## src/nfrd_ram.sv

```systemverilog
`timescale 1ns / 1ps
// ----------------------------------------------------------------------------
// nfrd_ram
// Generic simple dual-port RAM, one write and one registered read port.
// ----------------------------------------------------------------------------
module nfrd_ram #(
    parameter int WIDTH = 8,
    parameter int DEPTH = 256
) (
    input  logic                                    i_clk,
    input  logic                                    i_we,
    input  logic [(DEPTH > 1 ? $clog2(DEPTH) : 1)-1:0] i_waddr,
    input  logic [WIDTH-1:0]                        i_wdata,
    input  logic                                    i_re,
    input  logic [(DEPTH > 1 ? $clog2(DEPTH) : 1)-1:0] i_raddr,
    output logic [WIDTH-1:0]                        o_rdata
);

    logic [WIDTH-1:0] r_mem [DEPTH];
    logic [WIDTH-1:0] r_rdata;

    always_ff @(posedge i_clk) begin
        if (i_we) begin
            r_mem[i_waddr] <= i_wdata;
        end
        if (i_re) begin
            r_rdata <= r_mem[i_raddr];
        end
    end

    assign o_rdata = r_rdata;

endmodule

```

## config.mk

```make
export PLATFORM = sky130hd
export DESIGN_NAME = nfrd_ram
export DESIGN_NICKNAME = d
export VERILOG_FILES = /design/src/nfrd_ram.sv
export SDC_FILE = /design/constraint.sdc
export NUM_CORES = 2
export LEC_CHECK = 0
export BUFFER_PORTS_ARGS = -buffer_cell sky130_fd_sc_hd__buf_2
export CAP_MARGIN = 5
export CORE_MARGIN = 1
export CORE_UTILIZATION = 40
export CTS_BUF_LIST = sky130_fd_sc_hd__clkbuf_8
export DETAILED_ROUTE_END_ITERATION = 8
export PLACE_DENSITY_LB_ADDON = 0.15
export RECOVER_POWER = 25
export SETUP_SLACK_MARGIN = 0.05
export SYNTH_ARGS = -nofsm -noshare
export SYNTH_HDL_FRONTEND = slang
export SYNTH_SLANG_ARGS = --single-unit
```

## constraint.sdc

```tcl
create_clock -name i_clk -period 2.5 [get_ports i_clk]
set_clock_uncertainty 0.1 [all_clocks]
set_input_delay 0.5 -clock i_clk [delete_from_list [all_inputs] [get_ports i_clk]]
set_output_delay 0.5 -clock i_clk [all_outputs]
set_load 0.01 [all_outputs]
```

---- Word-level counts from Yosys, hierarchy flattened ----
Memory sizes are Yosys's and may differ from the RTL's. A register that Yosys moved wholly into a read port is not among the register bits.
Index checks and enable logic that the tools add are counted.
cells by class
  multiplexer cells ....................... 2
operators by type and width
  cell    count
  $mux 1  2
word-level totals
  flip-flop bits (word level) ............. 0
  RAM bits ................................ 2048
  input port bits ......................... 27
  output and inout port bits .............. 8
  word-level logic and storage cells ...... 3
  memories ................................ 1
memory list
  name   words  width  read ports  clocked after memory_dff  write ports  RTL line  RTL
  r_mem  256    8      1           1                         1            19        logic [WIDTH-1:0] r_mem [DEPTH];

---- Depth between registers and ports, before layout ----
  word-level depth ........................ 2
  gate-level depth with buffers ........... 11
  mapped depth without buffers ............ 6

---- Worst setup path before layout ----
No wires, ideal clock.
  path kind ............................... input to register
  start point ............................. input port i_raddr[0] in the netlist's numbering
  end point ............................... register r_rdata[2] (netlist: o_rdata[2]), read port of r_mem (data pin)
  library setup time ...................... 0.269 ns
  arrival time ............................ 2.307 ns
  path slack .............................. -0.176 ns
  stages .................................. 9
  cells stage by stage .................... buf_6 -> buf_12 -> buf_8 -> buf_2 -> mux4_2 -> a22oi_1 -> a21oi_1 -> nor4_1 -> nor4_2
RTL lines
  what                RTL line  RTL
  start: declaration  15        input logic [(DEPTH > 1 ? $clog2(DEPTH) : 1)-1:0] i_raddr,
  end: declaration    20        logic [WIDTH-1:0] r_rdata;

---- Worst setup path after layout ----
  start point ............................. input port i_waddr[2] in the netlist's numbering
  end point ............................... memory r_mem[119][5], enable pin
RTL lines
  what                RTL line  RTL
  start: declaration  12        input logic [(DEPTH > 1 ? $clog2(DEPTH) : 1)-1:0] i_waddr,
  end: declaration    19
Straight into the memory's write port.

==> metrics.txt <==
outcome finished with violations; failing checks max-capacitance violations, max-slew violations, negative setup slack; CP max stage cell clkbuf_1; area leader, netlist edfxtp_1; Worst path max stage delay 1.64 ns; chip width 448 um; final setup margin -0.165 ns; R2R Path Start r_mem[211][5]; antenna viol nets, final 0; CP endpoint r_mem[119][5]; Slew headroom -53.5%; largest net degree at the start of global routing 93; WL/cell 28.9 um; clock root buffer clkbuf_8; die area 201,000 um^2; HPWL after detailed placement 142 mm; Max Cap Violations 8; power per cell area 731 nW/um^2; Worst R2R Setup Slack 0.05 ns; r2r endpoint o_rdata[5]; CTS H-tree lvls 5; number of global-route vias before repair 42,500; max-slew violation count 422; Layout area overhead 19.5%; NetSw 15.8 mW; VDD IR max 0.000465 V; final setup vio count 79; Synth Area in Adders 0%; Setup WS pre-CTS -1.41 ns; Pre-antenna DRT Iters 5; sequential element share of the synthesized area 77.5%; Hold Path Origin i_we; share of power burned in registers 54.8%; first-pass GRT wire length 311 mm; setup tns final -4.73 ns; Via Count 41,400; leak pwr 31.3 nW; reg2reg path depth 8; final net count 4,700; crit-path cells clkbuf_1 > nor2b_1 > buf_4 > nand4_1 > clkbuf_1 > nor2_1 > buf_4; yosys warns 0; num ports 35; final hold violations 0; Design Power 69.6 mW; Post-Synth XOR/XNOR Area 0%; Post-Syn Nets 3,760; Max Root-Sink Buffers 4; I/O Buffers 34; postcts setup bufs 0; Core Util, Final 48.2%; cell internal pwr 53.8 mW; Crit Path Max Fanout 13; aggregate global-route resource usage 21.8%; clock network fraction of design power 39.1%; vias per std cell 5.48; Primary FF master, synth edfxtp_1; combinational power share 6.1%; Sw Share 22.7%; Seq cells post-synth 2,056; syn avg cell area 21.3 um^2; critical path's top delay family buffers and inverters; Yosys top cell area share 77.5%; Stages on worst setup path 7; crit end category flip-flop; Synth Area in Compound Gates 3.42%; RSZ-0062 raised after global routing true; Clock transition at path regs 0.06 ns; DRC 0; fin crit period 2.66 ns; clock latency on the worst-skew pair 1.07 ns; total CTS buffers 355; Post-synth EDFFs 2,056; grt ovf 0; Post-Synthesis Cells 3,733; largest family of logic cells by synthesized area multiplexers; Mapped Area 79,600 um^2; synth top area cells edfxtp_1, mux4_2, mux2i_1; Worst-Margin Slew 2.30 ns; Clock Sinks 2,056; Crit Path Category input pin to flip-flop; Starting Density 40.3%; Hold Crit Depth 4; CP arrival 3.34 ns; HP Class input pin to flip-flop; Simple-Gate Fraction of Synth Area 2.63%; layout cells sized above 1 34.9%; synth unique cells 54; core region area 198,000 um^2; WHS 0.101 ns; Bufs and invs on worst path 4; Worst Setup SP i_waddr[2]; Critical Path Start Type input pin; Final Wtd Congestion 0.816; worst path required time 3.18 ns; CTS tree built; antenna violations before repair 18; row count 163; Synth async-reset ratio 0%; Iteration-0 DRC Markers 3,667; period utilisation layout 107%; Peak Freq 0.375 GHz; die height 448 um; wirelength, routed 218 mm; multiplexer share of the synthesized area 14.6%
[power groups by stage]
stage	Clock (mW)	Sequential, mW	Combinational (mW)
final	27.2	38.1	4.23
after global routing	29.4	38.1	4.46
after CTS	27.9	38.1	4.28
after detailed placement	0	38.8	4.21
after global placement	0	38.8	4.18
after floorplan	0	38.8	1.90
[cell usage in the layout (no fill, tap or decap), types with 10 or more instances in the layout]
cell,netlist,layout
nor3_1,22,11
mux4_2,454,454
o221ai_1,46,44
nand2_1,33,33
a211oi_1,16,11
a21oi_1,96,96
buf_12,8,85
nor2_1,282,277
buf_4,27,649
nand3_1,34,31
buf_2,31,21
inv_1,1,106
clkbuf_8,0,360
clkinv_1,1,83
o22ai_1,28,28
a22oi_1,133,133
clkbuf_1,111,28
clkbuf_2,0,11
nor2b_1,31,26
nor4_2,3,13
nand4_1,10,10
clkinv_2,0,32
edfxtp_1,2056,2056
mux2i_1,134,134
o211ai_1,10,10
[metrics by stage]
step                      area [um^2]  std cells
after global routing            95200       7556
after floorplan                 79900       3733
after global placement          88900       6947
after detailed placement        88900       6947
after CTS                       95300       7552
final                           95200       7557
[area by class of cell]
type	count	area (um^2)
Inverter	2	7.51
Antenna cell	5	12.5
Tap cell	2640	3300
Timing Repair Buffer	816	7070
Clock inverter	236	1160
Multi-Input combinational cell	1442	16900
Clock buffer	360	4950
Sequential cell	2056	61700
Fill cell	16500	102000
[worst min-delay path by stage]
stage | endpoint | slack, ns
after floorplan | r_mem[0][0] | 0.50
after detailed placement | r_mem[97][4] | 0.81
after global routing | r_mem[143][7] | 0.07
after CTS | r_mem[143][2] | 0.003
after global placement | o_rdata[2] | 0.80
final | r_mem[143][2] | 0.10
[registers in the layout (all words and copies together) (netlist names)]
| register | flops |
|---|---|
| o_rdata | 8 |
| r_mem | 2048 |
[Yosys cell counts (all sizes together), types with 4 or more instances]
cell,n
a22o,8
o211ai,10
o22a,5
a22oi,133
mux4,456
o21ai,12
nand2,33
or2,4
nor2b,31
o32ai,5
mux2i,134
nor2,282
nand3,34
nor3,22
edfxtp,2056
a2111oi,5
a221oi,14
o22ai,28
a21oi,96
buf,122
nand4,10
nor4,27
a211oi,16
o221ai,47
and2,6
clkbuf,111
nand2b,8
[kinds of logic after synthesis]
| logic type | after synthesis |
|---|---|
| AND/OR/NAND/NOR | 466 |
| flip-flops | 2056 |
| multiplexers | 591 |
| AO/OA/AOI/OAI | 385 |
| buffers and inverters | 235 |
[repair_timing]
action	4_1_cts	5_1_grt
hold buffers	9	0
endpoints found under the setup margin	16	13
pin swaps	15	14
endpoints found under the hold margin	1176	0
gates resized for setup	36	33
[metal layers]
metal	track usage, %	share of wire (%)
met5	0	0
met4	6.16	2.5
met3	3.63	5.7
met2	34.9	48
met1	31.0	44
[tightest hold or removal path: cells and delay by family]
family / cells / cell delay [ns]
buffers and inverters: 2 / 0.39
and+or+nand+nor: 2 / 0.17
Power figures use the tool's default switching activity.
