File: config.mk
export PLATFORM = sky130hd
export DESIGN_NAME = nfrd_seq
export DESIGN_NICKNAME = d
export VERILOG_FILES = /design/src/nfrd_pkg.sv /design/src/nfrd_seq.sv
export SDC_FILE = /design/constraint.sdc
export NUM_CORES = 1
export LEC_CHECK = 0
export BUFFER_PORTS_ARGS = -buffer_cell sky130_fd_sc_hd__buf_2
export CAP_MARGIN = 20
export CELL_PAD_IN_SITES_DETAIL_PLACEMENT = 1
export CELL_PAD_IN_SITES_GLOBAL_PLACEMENT = 1
export CORE_MARGIN = 4
export CORE_UTILIZATION = 48
export DETAILED_ROUTE_END_ITERATION = 16
export GPL_TIMING_DRIVEN = 0
export MAX_ROUTING_LAYER = met4
export PLACE_DENSITY_LB_ADDON = 0.1
export SETUP_SLACK_MARGIN = 0.15
export SYNTH_ARGS = -nofsm -noshare
export SYNTH_HDL_FRONTEND = slang
export SYNTH_SLANG_ARGS = --single-unit
export TNS_END_PERCENT = 30
File: constraint.sdc
create_clock -name i_clk -period 6.5 [get_ports i_clk]
set_input_delay 1.3 -clock i_clk [delete_from_list [all_inputs] [get_ports i_clk]]
set_output_delay 1.3 -clock i_clk [all_outputs]
set_load 0.01 [all_outputs]
File: src/nfrd_pkg.sv
`timescale 1ns / 1ps
// ----------------------------------------------------------------------------
// nfrd_pkg
// Shared sizes, command codes and link types for the 4bpp rectangle drawer.
// ----------------------------------------------------------------------------
package nfrd_pkg;

    // screen geometry
    localparam int SCREEN_WIDTH  = 128;
    localparam int SCREEN_HEIGHT = 128;

    function automatic int f_bits(input int n);
        return (n > 1) ? $clog2(n) : 1;
    endfunction

    localparam int ROW_BYTES   = (SCREEN_WIDTH + 1) / 2;
    localparam int STORE_BYTES = ROW_BYTES * SCREEN_HEIGHT;

    localparam int ADDR_W = f_bits(STORE_BYTES);
    localparam int COL_W  = f_bits(SCREEN_WIDTH);
    localparam int BCOL_W = f_bits(ROW_BYTES);
    localparam int ROW_W  = f_bits(SCREEN_HEIGHT);

    // payload widths
    localparam int FUNC_W  = 3;
    localparam int COORD_W = 16;
    localparam int GRAY_W  = 4;
    localparam int IDX_W   = 13;
    localparam int BYTE_W  = 8;

    // last on-screen column / row, signed for compares against coordinates
    localparam logic signed [COORD_W:0] X_MAX = (COORD_W + 1)'(SCREEN_WIDTH - 1);
    localparam logic signed [COORD_W:0] Y_MAX = (COORD_W + 1)'(SCREEN_HEIGHT - 1);

    // command codes
    localparam logic [FUNC_W-1:0] FUNC_FILL    = 3'd0;
    localparam logic [FUNC_W-1:0] FUNC_PIXEL   = 3'd1;
    localparam logic [FUNC_W-1:0] FUNC_OUTLINE = 3'd2;
    localparam logic [FUNC_W-1:0] FUNC_BOX     = 3'd3;
    localparam logic [FUNC_W-1:0] FUNC_READ    = 3'd4;

    typedef struct packed {
        logic [FUNC_W-1:0]         func;
        logic signed [COORD_W-1:0] x_first;
        logic signed [COORD_W-1:0] y_first;
        logic signed [COORD_W-1:0] x_second;
        logic signed [COORD_W-1:0] y_second;
        logic [GRAY_W-1:0]         gray_level;
        logic [IDX_W-1:0]          byte_index;
    } t_cmd;

    typedef struct packed {
        logic [BYTE_W-1:0] read_byte;
        logic              was_read;
    } t_result;

    // request to the two nibble planes
    typedef struct packed {
        logic              we_hi;
        logic              we_lo;
        logic [ADDR_W-1:0] waddr;
        logic [GRAY_W-1:0] wdata;
        logic              re;
        logic [ADDR_W-1:0] raddr;
    } t_mem_req;

endpackage

File: src/nfrd_seq.sv
`timescale 1ns / 1ps
// ----------------------------------------------------------------------------
// nfrd_seq
// Command sequencer: corner sort, clipping, row/byte walk over one address
// adder that drives the nibble planes.
// ----------------------------------------------------------------------------
module nfrd_seq (
    input  logic               i_clk,
    input  logic               i_rst_n,
    input  logic               i_cmd_valid,
    output logic               o_cmd_ready,
    input  nfrd_pkg::t_cmd     i_cmd,
    output nfrd_pkg::t_mem_req o_mem,
    input  logic [nfrd_pkg::BYTE_W-1:0] i_rdata,
    output logic               o_res_valid,
    input  logic               i_res_ready,
    output nfrd_pkg::t_result  o_res
);

    typedef enum logic [10:0] {
        S_IDLE    = 11'b000_0000_0001,
        S_SORT    = 11'b000_0000_0010,
        S_PREP    = 11'b000_0000_0100,
        S_BASE    = 11'b000_0000_1000,
        S_ROW     = 11'b000_0001_0000,
        S_SPAN    = 11'b000_0010_0000,
        S_EDGE_LO = 11'b000_0100_0000,
        S_EDGE_HI = 11'b000_1000_0000,
        S_FILL    = 11'b001_0000_0000,
        S_RWAIT   = 11'b010_0000_0000,
        S_DONE    = 11'b100_0000_0000
    } t_state;

    t_state r_state;

    logic [nfrd_pkg::FUNC_W-1:0]          r_func;
    logic signed [nfrd_pkg::COORD_W-1:0]  r_xa, r_ya, r_xb, r_yb;
    logic [nfrd_pkg::GRAY_W-1:0]          r_gray;
    logic [nfrd_pkg::IDX_W-1:0]           r_idx;
    logic                                 r_solid;
    logic [nfrd_pkg::COL_W-1:0]           r_left, r_right;
    logic                                 r_lo_ok, r_hi_ok, r_top_on, r_bot_on;
    logic [nfrd_pkg::ROW_W-1:0]           r_row, r_row_end, r_top_row, r_bot_row;
    logic [nfrd_pkg::BCOL_W-1:0]          r_col;
    logic [nfrd_pkg::ADDR_W-1:0]          r_base;
    logic [nfrd_pkg::BYTE_W-1:0]          r_rdata;

    logic [nfrd_pkg::BCOL_W-1:0] left_b, right_b, col_sel;
    logic [nfrd_pkg::ADDR_W-1:0] addr;
    logic idx_ok, span_row, last_row;
    logic x_lo_neg, x_lo_over, x_hi_neg, x_hi_over;
    logic y_lo_neg, y_lo_over, y_hi_neg, y_hi_over;

    assign left_b   = nfrd_pkg::BCOL_W'(r_left >> 1);
    assign right_b  = nfrd_pkg::BCOL_W'(r_right >> 1);
    assign idx_ok   = (32'(r_idx) < 32'(nfrd_pkg::STORE_BYTES));
    assign span_row = r_solid || (r_top_on && (r_row == r_top_row))
                              || (r_bot_on && (r_row == r_bot_row));
    assign last_row = (r_row == r_row_end);

    // clip tests on the sorted corners (lo in r_xa/r_ya, hi in r_xb/r_yb)
    assign x_lo_neg  = (r_xa < 0);
    assign x_lo_over = (r_xa > nfrd_pkg::X_MAX);
    assign x_hi_neg  = (r_xb < 0);
    assign x_hi_over = (r_xb > nfrd_pkg::X_MAX);
    assign y_lo_neg  = (r_ya < 0);
    assign y_lo_over = (r_ya > nfrd_pkg::Y_MAX);
    assign y_hi_neg  = (r_yb < 0);
    assign y_hi_over = (r_yb > nfrd_pkg::Y_MAX);

    // shared address adder: row base plus byte column
    always_comb begin
        case (r_state)
            S_SPAN:    col_sel = r_col;
            S_EDGE_LO: col_sel = left_b;
            S_EDGE_HI: col_sel = right_b;
            default:   col_sel = '0;
        endcase
        addr = r_base + nfrd_pkg::ADDR_W'(col_sel);
    end

    always_comb begin
        o_mem.waddr = addr;
        o_mem.wdata = r_gray;
        o_mem.re    = (r_state == S_SORT) && (r_func == nfrd_pkg::FUNC_READ) && idx_ok;
        o_mem.raddr = nfrd_pkg::ADDR_W'(r_idx);
        case (r_state)
            S_FILL: begin
                o_mem.we_hi = 1'b1;
                o_mem.we_lo = 1'b1;
            end
            S_SPAN: begin
                // partial nibble only at the clipped ends of a span
                o_mem.we_hi = !((r_col == left_b) && r_left[0]);
                o_mem.we_lo = !((r_col == right_b) && !r_right[0]);
            end
            S_EDGE_LO: begin
                o_mem.we_hi = r_lo_ok && !r_left[0];
                o_mem.we_lo = r_lo_ok && r_left[0];
            end
            S_EDGE_HI: begin
                o_mem.we_hi = r_hi_ok && !r_right[0];
                o_mem.we_lo = r_hi_ok && r_right[0];
            end
            default: begin
                o_mem.we_hi = 1'b0;
                o_mem.we_lo = 1'b0;
            end
        endcase
    end

    always_ff @(posedge i_clk) begin
        if (!i_rst_n) begin
            r_state <= S_IDLE;
        end else begin
            case (r_state)
                S_IDLE: begin
                    if (i_cmd_valid) begin
                        r_func  <= i_cmd.func;
                        r_xa    <= i_cmd.x_first;
                        r_ya    <= i_cmd.y_first;
                        r_xb    <= i_cmd.x_second;
                        r_yb    <= i_cmd.y_second;
                        r_gray  <= i_cmd.gray_level;
                        r_idx   <= i_cmd.byte_index;
                        r_rdata <= '0;
                        r_state <= S_SORT;
                    end
                end
                S_SORT: begin
                    r_solid <= (r_func == nfrd_pkg::FUNC_BOX);
                    if (r_func == nfrd_pkg::FUNC_PIXEL) begin
                        // a pixel is a one-by-one outline
                        r_xb <= r_xa;
                        r_yb <= r_ya;
                    end else begin
                        if (r_xa > r_xb) begin
                            r_xa <= r_xb;
                            r_xb <= r_xa;
                        end
                        if (r_ya > r_yb) begin
                            r_ya <= r_yb;
                            r_yb <= r_ya;
                        end
                    end
                    case (r_func)
                        nfrd_pkg::FUNC_FILL: begin
                            r_base  <= '0;
                            r_state <= S_FILL;
                        end
                        nfrd_pkg::FUNC_PIXEL,
                        nfrd_pkg::FUNC_OUTLINE,
                        nfrd_pkg::FUNC_BOX:  r_state <= S_PREP;
                        nfrd_pkg::FUNC_READ: r_state <= S_RWAIT;
                        default:             r_state <= S_DONE;
                    endcase
                end
                S_PREP: begin
                    r_left    <= x_lo_neg  ? '0 : nfrd_pkg::COL_W'(r_xa);
                    r_right   <= x_hi_over ? nfrd_pkg::COL_W'(nfrd_pkg::SCREEN_WIDTH - 1)
                                           : nfrd_pkg::COL_W'(r_xb);
                    r_lo_ok   <= !x_lo_neg && !x_lo_over;
                    r_hi_ok   <= !x_hi_neg && !x_hi_over;
                    r_row     <= y_lo_neg  ? '0 : nfrd_pkg::ROW_W'(r_ya);
                    r_row_end <= y_hi_over ? nfrd_pkg::ROW_W'(nfrd_pkg::SCREEN_HEIGHT - 1)
                                           : nfrd_pkg::ROW_W'(r_yb);
                    r_top_on  <= !y_lo_neg && !y_lo_over;
                    r_bot_on  <= !y_hi_neg && !y_hi_over;
                    r_top_row <= nfrd_pkg::ROW_W'(r_ya);
                    r_bot_row <= nfrd_pkg::ROW_W'(r_yb);
                    if (!x_hi_neg && !x_lo_over && !y_hi_neg && !y_lo_over) begin
                        r_state <= S_BASE;
                    end else begin
                        r_state <= S_DONE;
                    end
                end
                S_BASE: begin
                    r_base  <= nfrd_pkg::ADDR_W'(32'(r_row) * nfrd_pkg::ROW_BYTES);
                    r_state <= S_ROW;
                end
                S_ROW: begin
                    if (span_row) begin
                        r_col   <= left_b;
                        r_state <= S_SPAN;
                    end else begin
                        r_state <= S_EDGE_LO;
                    end
                end
                S_SPAN: begin
                    if (r_col == right_b) begin
                        if (last_row) begin
                            r_state <= S_DONE;
                        end else begin
                            r_row   <= r_row + 1'b1;
                            r_base  <= r_base + nfrd_pkg::ADDR_W'(nfrd_pkg::ROW_BYTES);
                            r_state <= S_ROW;
                        end
                    end else begin
                        r_col <= r_col + 1'b1;
                    end
                end
                S_EDGE_LO: begin
                    r_state <= S_EDGE_HI;
                end
                S_EDGE_HI: begin
                    if (last_row) begin
                        r_state <= S_DONE;
                    end else begin
                        r_row   <= r_row + 1'b1;
                        r_base  <= r_base + nfrd_pkg::ADDR_W'(nfrd_pkg::ROW_BYTES);
                        r_state <= S_ROW;
                    end
                end
                S_FILL: begin
                    if (r_base == nfrd_pkg::ADDR_W'(nfrd_pkg::STORE_BYTES - 1)) begin
                        r_state <= S_DONE;
                    end else begin
                        r_base <= r_base + 1'b1;
                    end
                end
                S_RWAIT: begin
                    r_rdata <= idx_ok ? i_rdata : '0;
                    r_state <= S_DONE;
                end
                S_DONE: begin
                    if (i_res_ready) begin
                        r_state <= S_IDLE;
                    end
                end
                default: begin
                    r_state <= S_IDLE;
                end
            endcase
        end
    end

    assign o_cmd_ready     = (r_state == S_IDLE);
    assign o_res_valid     = (r_state == S_DONE);
    assign o_res.read_byte = r_rdata;
    assign o_res.was_read  = (r_func == nfrd_pkg::FUNC_READ);

endmodule

* Word-level counts from Yosys, hierarchy flattened *
Cells that the tools add are included.

storage, ports and cells
  register bits after elaboration = 169
  output and inout bits = 44
  logic and storage cells = 161

operators by class
  $add $sub $neg = 5
  magnitude comparators = 10
  equal/unequal tests = 34
  multiplexer cells = 41
  reduce and logical (&&, ||, !) cells = 49

operators by type and width
  kind                                                                              count
  16-bit two-way mux                                                                12
  16-bit case mux with 2 select lines                                               4
  11-bit case mux with 11 select lines                                              1
  11-bit two-way mux                                                                6
  13-bit case mux with 5 select lines                                               1
  16-bit by 8-bit greater-than comparator with 1-bit output, second input constant  4
  16-bit by 1-bit < comparator with 1-bit output, second input constant             4
  13-bit two-way mux                                                                4
  11-bit case mux with 3 select lines                                               1
  16-bit greater-than comparator                                                    2
  7-bit two-way mux                                                                 4
  7-bit equality test                                                               3
  7-bit case mux with 3 select lines                                                1
  6-bit case mux with 3 select lines                                                1
  1-bit logical AND                                                                 16
  8-bit case mux with 2 select lines                                                1
  4-bit AND reduction                                                               4
  5-bit AND reduction                                                               3
  2-bit != test, second input constant                                              7
  13-bit by 1-bit adder with 13-bit output, second input constant                   1
  13-bit by 6-bit adder with 13-bit output                                          1
  13-bit by 7-bit adder with 13-bit output, second input constant                   1
  13-bit equality test, second input constant                                       1
  6-bit equality test                                                               2
  31 further kinds                                                                  54

* Depth between registers and ports, before layout *
  word-level depth = 7
  depth in mapped cells = 17
  depth with buffers taken out = 16

* Worst setup path before layout *
No wires, ideal clock.

  path kind = flip-flop to output port
  start point = register r_state[1]
  end point = output port o_mem[26] in the netlist's numbering
  data arrival time = 3.064 ns
  data required time = 5.200 ns
  slack = 2.136 ns
  cell stages (with the launch flop) = 18
  path through = dfxtp_1 -> buf_4 -> nor3_4 -> nand2_2 -> or3_4 -> nor3b_4 -> a222oi_1 -> inv_1 -> ha_1 -> inv_1 -> fa_1 -> nor2b_1 -> o21ai_0 -> nand2b_1 -> a21o_1 -> a21oi_1 -> nand2b_1 -> xnor2_1

RTL lines
  what                    RTL line         RTL
  start, declared         nfrd_seq.sv:34   t_state r_state;
  start signal, assigned  nfrd_seq.sv:114  r_state <= S_IDLE;
  start signal, assigned  nfrd_seq.sv:127  r_state <= S_SORT;
  start signal, assigned  nfrd_seq.sv:149  r_state <= S_FILL;
  end, declared           nfrd_seq.sv:13   output nfrd_pkg::t_mem_req o_mem,

==> impl_results.md <==
- Result of the run: completed
- Hold Buf Count CTS: 0
- Final core utilization: between 50% and 60%
- Vias in the first global route: a little over 7,000
- Number of H-tree levels: 4
- Hold-critical path depth: 0
- Max FO, Critical Path: 9
- Number of sinks handled by clock tree synthesis: 169
- Relative area change from synthesis to final layout: 19.0%
- Die area: about 21,000 sq um
- Combinational share of power: approximately 10%
- Synth Net Count: between 900 and 1,000
- Worst-path clk slew: around 60 ps
- Mean number of vias per cell: around 5.6
- Unrepaired setup endpoints after global routing: no
- Max-slew headroom: approximately a third
- Summed instance area of the synthesized netlist: between 8000 and 9000 sq um
- #FFs+latches synth: approximately 170
- Worst Reg2Reg Path Length in Cells: 11
- Final critical delay including setup and external delays: between 5000 and 6000 ps
- # setup viols final: 0
- Met3 Use GR: under 10%
- Number of gates given a new drive strength after cts: 0
- Startpoint of the most critical register-to-register path: r_yb[15]
- Placed wire-length estimate after detailed placement: between 15 and 20 mm
- Nets: between 1,000 and 1,500
- Switching share of power: approximately a quarter
- All-Layer GR Usage: between 20% and 30%
- Count of yosys warnings during synthesis: 0
- Clock skew after layout: 11.5 ps
- Crit end category: primary output
- Cell type group with the largest total delay on the critical path: simple AND/OR/NAND/NOR gates
- X dimension of the die: 145 um
- Global routing's busiest layer: met2
- Cell area power density: 249 nW/um^2
- Kind of start point of the critical path: flip-flop
- Maximum number of pins on one net before global-route repair: 30
- WP buf/inv: 3
- Final Hold Violating Endpoints: 0
- Final wirelength: approximately 24 mm
- Clock latency on the worst-skew pair: between 400 and 500 ps
- Worst-case hold path end point: r_bot_row[6]
- Required @ worst endpoint: 5200 ps
- Pins Over Slew Limit: 0
- Post-synthesis instance total: 841
- Data arrival time at the worst-slack endpoint: roughly 4000 ps
- Met1 routing resource usage after global routing: between 30% and 40%
- Achievable frequency: between 150 and 200 MHz
- Tightest Hold Check Type: flip-flop to flip-flop
- Final TNS setup: 0 ps
- # Post-CTS Setup Buffers: 0
- Antenna diode count: 0
- Global-route wire length before repair: ~38 mm
- Root buffer selected by CTS: sky130_fd_sc_hd__clkbuf_16
- Area post-placement: approximately 10,000 sq um
- Initial Utilization: about half
- I/O pin count: 140
- Met2 GRT Util: 40.7%
- Drt pass-1 iters: 6
- Setup CP Type: flip-flop to primary output
- Syn_area_per_cell: ~11 sq um
- Global placer's final weighted congestion: 0.852
- Relative contribution of sequential cells to total power: 48.2%
- Capture instance of the worst register-to-register path: r_yb[15]
- Avg WL per Cell: 19.5 um
- Count of port buffers added during placement: 139
- Buffers from clock root to sink, at most: 2
- Final antenna-violating net count: 0
- Post-layout instance area: 10,700 sq um
- Proportion of layout cells with a drive suffix above 1: about a fifth
- Peak supply drop: around 0.20 mV
- Vias: 6,919
- Leakage Power: roughly 0.0045 uW
- Number of DRC markers in iteration 0: 624
- Number of violations of the max-capacitance limit: 0
- Clock buffers created by TritonCTS: 17
- Placeable Area: 18,100 sq um
- Critical Path Slowest Stage Cell: sky130_fd_sc_hd__or3_4
- Largest incremental delay on the critical path: between 300 and 400 ps
- Flip-flop cell with the highest count after synthesis: sky130_fd_sc_hd__edfxtp_1
- Overflow after GRT: 0
- Startpoint of the lowest-slack hold path: r_yb[6]
- Final worst-path cycle share: a little over 80%
- Internal: between 2000 and 2500 uW
- TritonCTS clock tree: done
- DR DRC count: 0
- Total power after layout: about 2700 uW
- Initial antenna violation count: 0
- Post-synth EDFFs: approximately 160
- Psw: about 630 uW
- Most used cells in the layout excluding fill and tap cells: sky130_fd_sc_hd__nand2_1, sky130_fd_sc_hd__edfxtp_1, sky130_fd_sc_hd__buf_2
- Share of synthesized area occupied by flip-flops and latches: between 50% and 60%
- Cell Rows: 49
- Worst-Margin Slew: between 900 and 1000 ps
- Number of different library cells in the post-synthesis netlist: 62
- Reg2reg setup slack: just over 3000 ps
- Most common cell after layout, fill and taps aside: sky130_fd_sc_hd__nand2_1
- Die height: roughly 140 um
- Clock network fraction of total power: 41.9%
- Critical Path, Cell by Cell: buf_4, nor3_4, nand2_2, or3_4, nor3b_4, nand2_1, and3_1, inv_1, ha_1, a21o_1, a21oi_1, nor2b_1, o21a_1, o22ai_1, nand2b_1, xnor2_1, buf_2
- Share of synthesized flip-flops with an asynchronous set or reset: 0%
logic make-up after synthesis:
| group | count (synthesis) | share of synthesized area (%) |
|---|---|---|
| AND/OR/NAND/NOR | 341 | 18.9 |
| flip-flops | 169 | 55.4 |
| AO/OA/AOI/OAI | 136 | 9.19 |
| buffers and inverters | 86 | 3.95 |
| XOR/XNOR | 64 | 6.25 |
| adder cells (fa/ha/maj) | 43 | 6.08 |
| multiplexers | 2 | 0.237 |
flip-flops by register name (all words and copies together) (netlist names), 8 cells and up:
register  flops
r_yb         16
r_idx        13
r_base       13
r_xb         16
r_xa         16
r_rdata       8
r_state      11
r_ya         16
cell usage after synthesis, drive strengths merged (9+ instances only):
cell / count / area, sq um
inv: 49 / 184
buf: 12 / 76.3
xnor2: 43 / 377
o21ai: 67 / 335
nor3: 9 / 67.6
xor2: 21 / 184
nand3: 19 / 95.1
ha: 42 / 526
clkbuf: 25 / 93.8
and2: 15 / 93.8
a21o: 12 / 90.1
nand4: 15 / 93.8
edfxtp: 158 / 4740
nor2: 45 / 169
nand2: 169 / 637
dfxtp: 11 / 220
nor2b: 11 / 68.8
nor4: 15 / 124
a21oi: 26 / 130
per-stage QoR:
stage          instances  setup WS [ps]  hold slack [ps]
2_1_floorplan        841           2140              426
3_5_place_dp        1212           1640              435
3_3_place_gp        1209           1650              431
5_1_grt             1246            894              457
4_1_cts             1244           1140              443
6_report            1246           1160              445
worst max path at each step:
| stage | cells past startpoint | endpoint | from | slack (ps) |
|---|---|---|---|---|
| after global placement | 4 | r_left[4] | i_rst_n | 1650 |
| after global routing | 17 | o_mem[25] | r_state[1] | 890 |
| after CTS | 18 | o_mem[26] | r_state[2] | 1140 |
| after floorplan | 17 | o_mem[26] | r_state[1] | 2140 |
| final | 17 | o_mem[25] | r_state[1] | 1160 |
| after detailed placement | 17 | o_mem[25] | r_state[2] | 1640 |
cell type report:
cell class	count	area, sq um
Tap cell	229	287
Multi-Input combinational cell	586	3660
Sequential cell	169	4960
Fill cell	2038	7470
Timing Repair Buffer	144	773
Buffer	37	170
Clock buffer	21	440
Clock inverter	11	193
Inverter	49	184
layer usage:
metal | part of all wire (%) | vias up
met1 | 43 | 3400
li1 | - | 3308
met5 | 0 | -
met2 | 50 | 177
met3 | 4.4 | 34
met4 | 1.8 | 0
power by group through the flow:
stage                     Combinational (uW)  Sequential (uW)  Clock, uW
after global routing                     299             1290       1170
after floorplan                          153             1300          0
after CTS                                264             1280       1130
after detailed placement                 259             1310          0
final                                    265             1280       1110
after global placement                   244             1300          0
(Power assumes the default switching activity.)
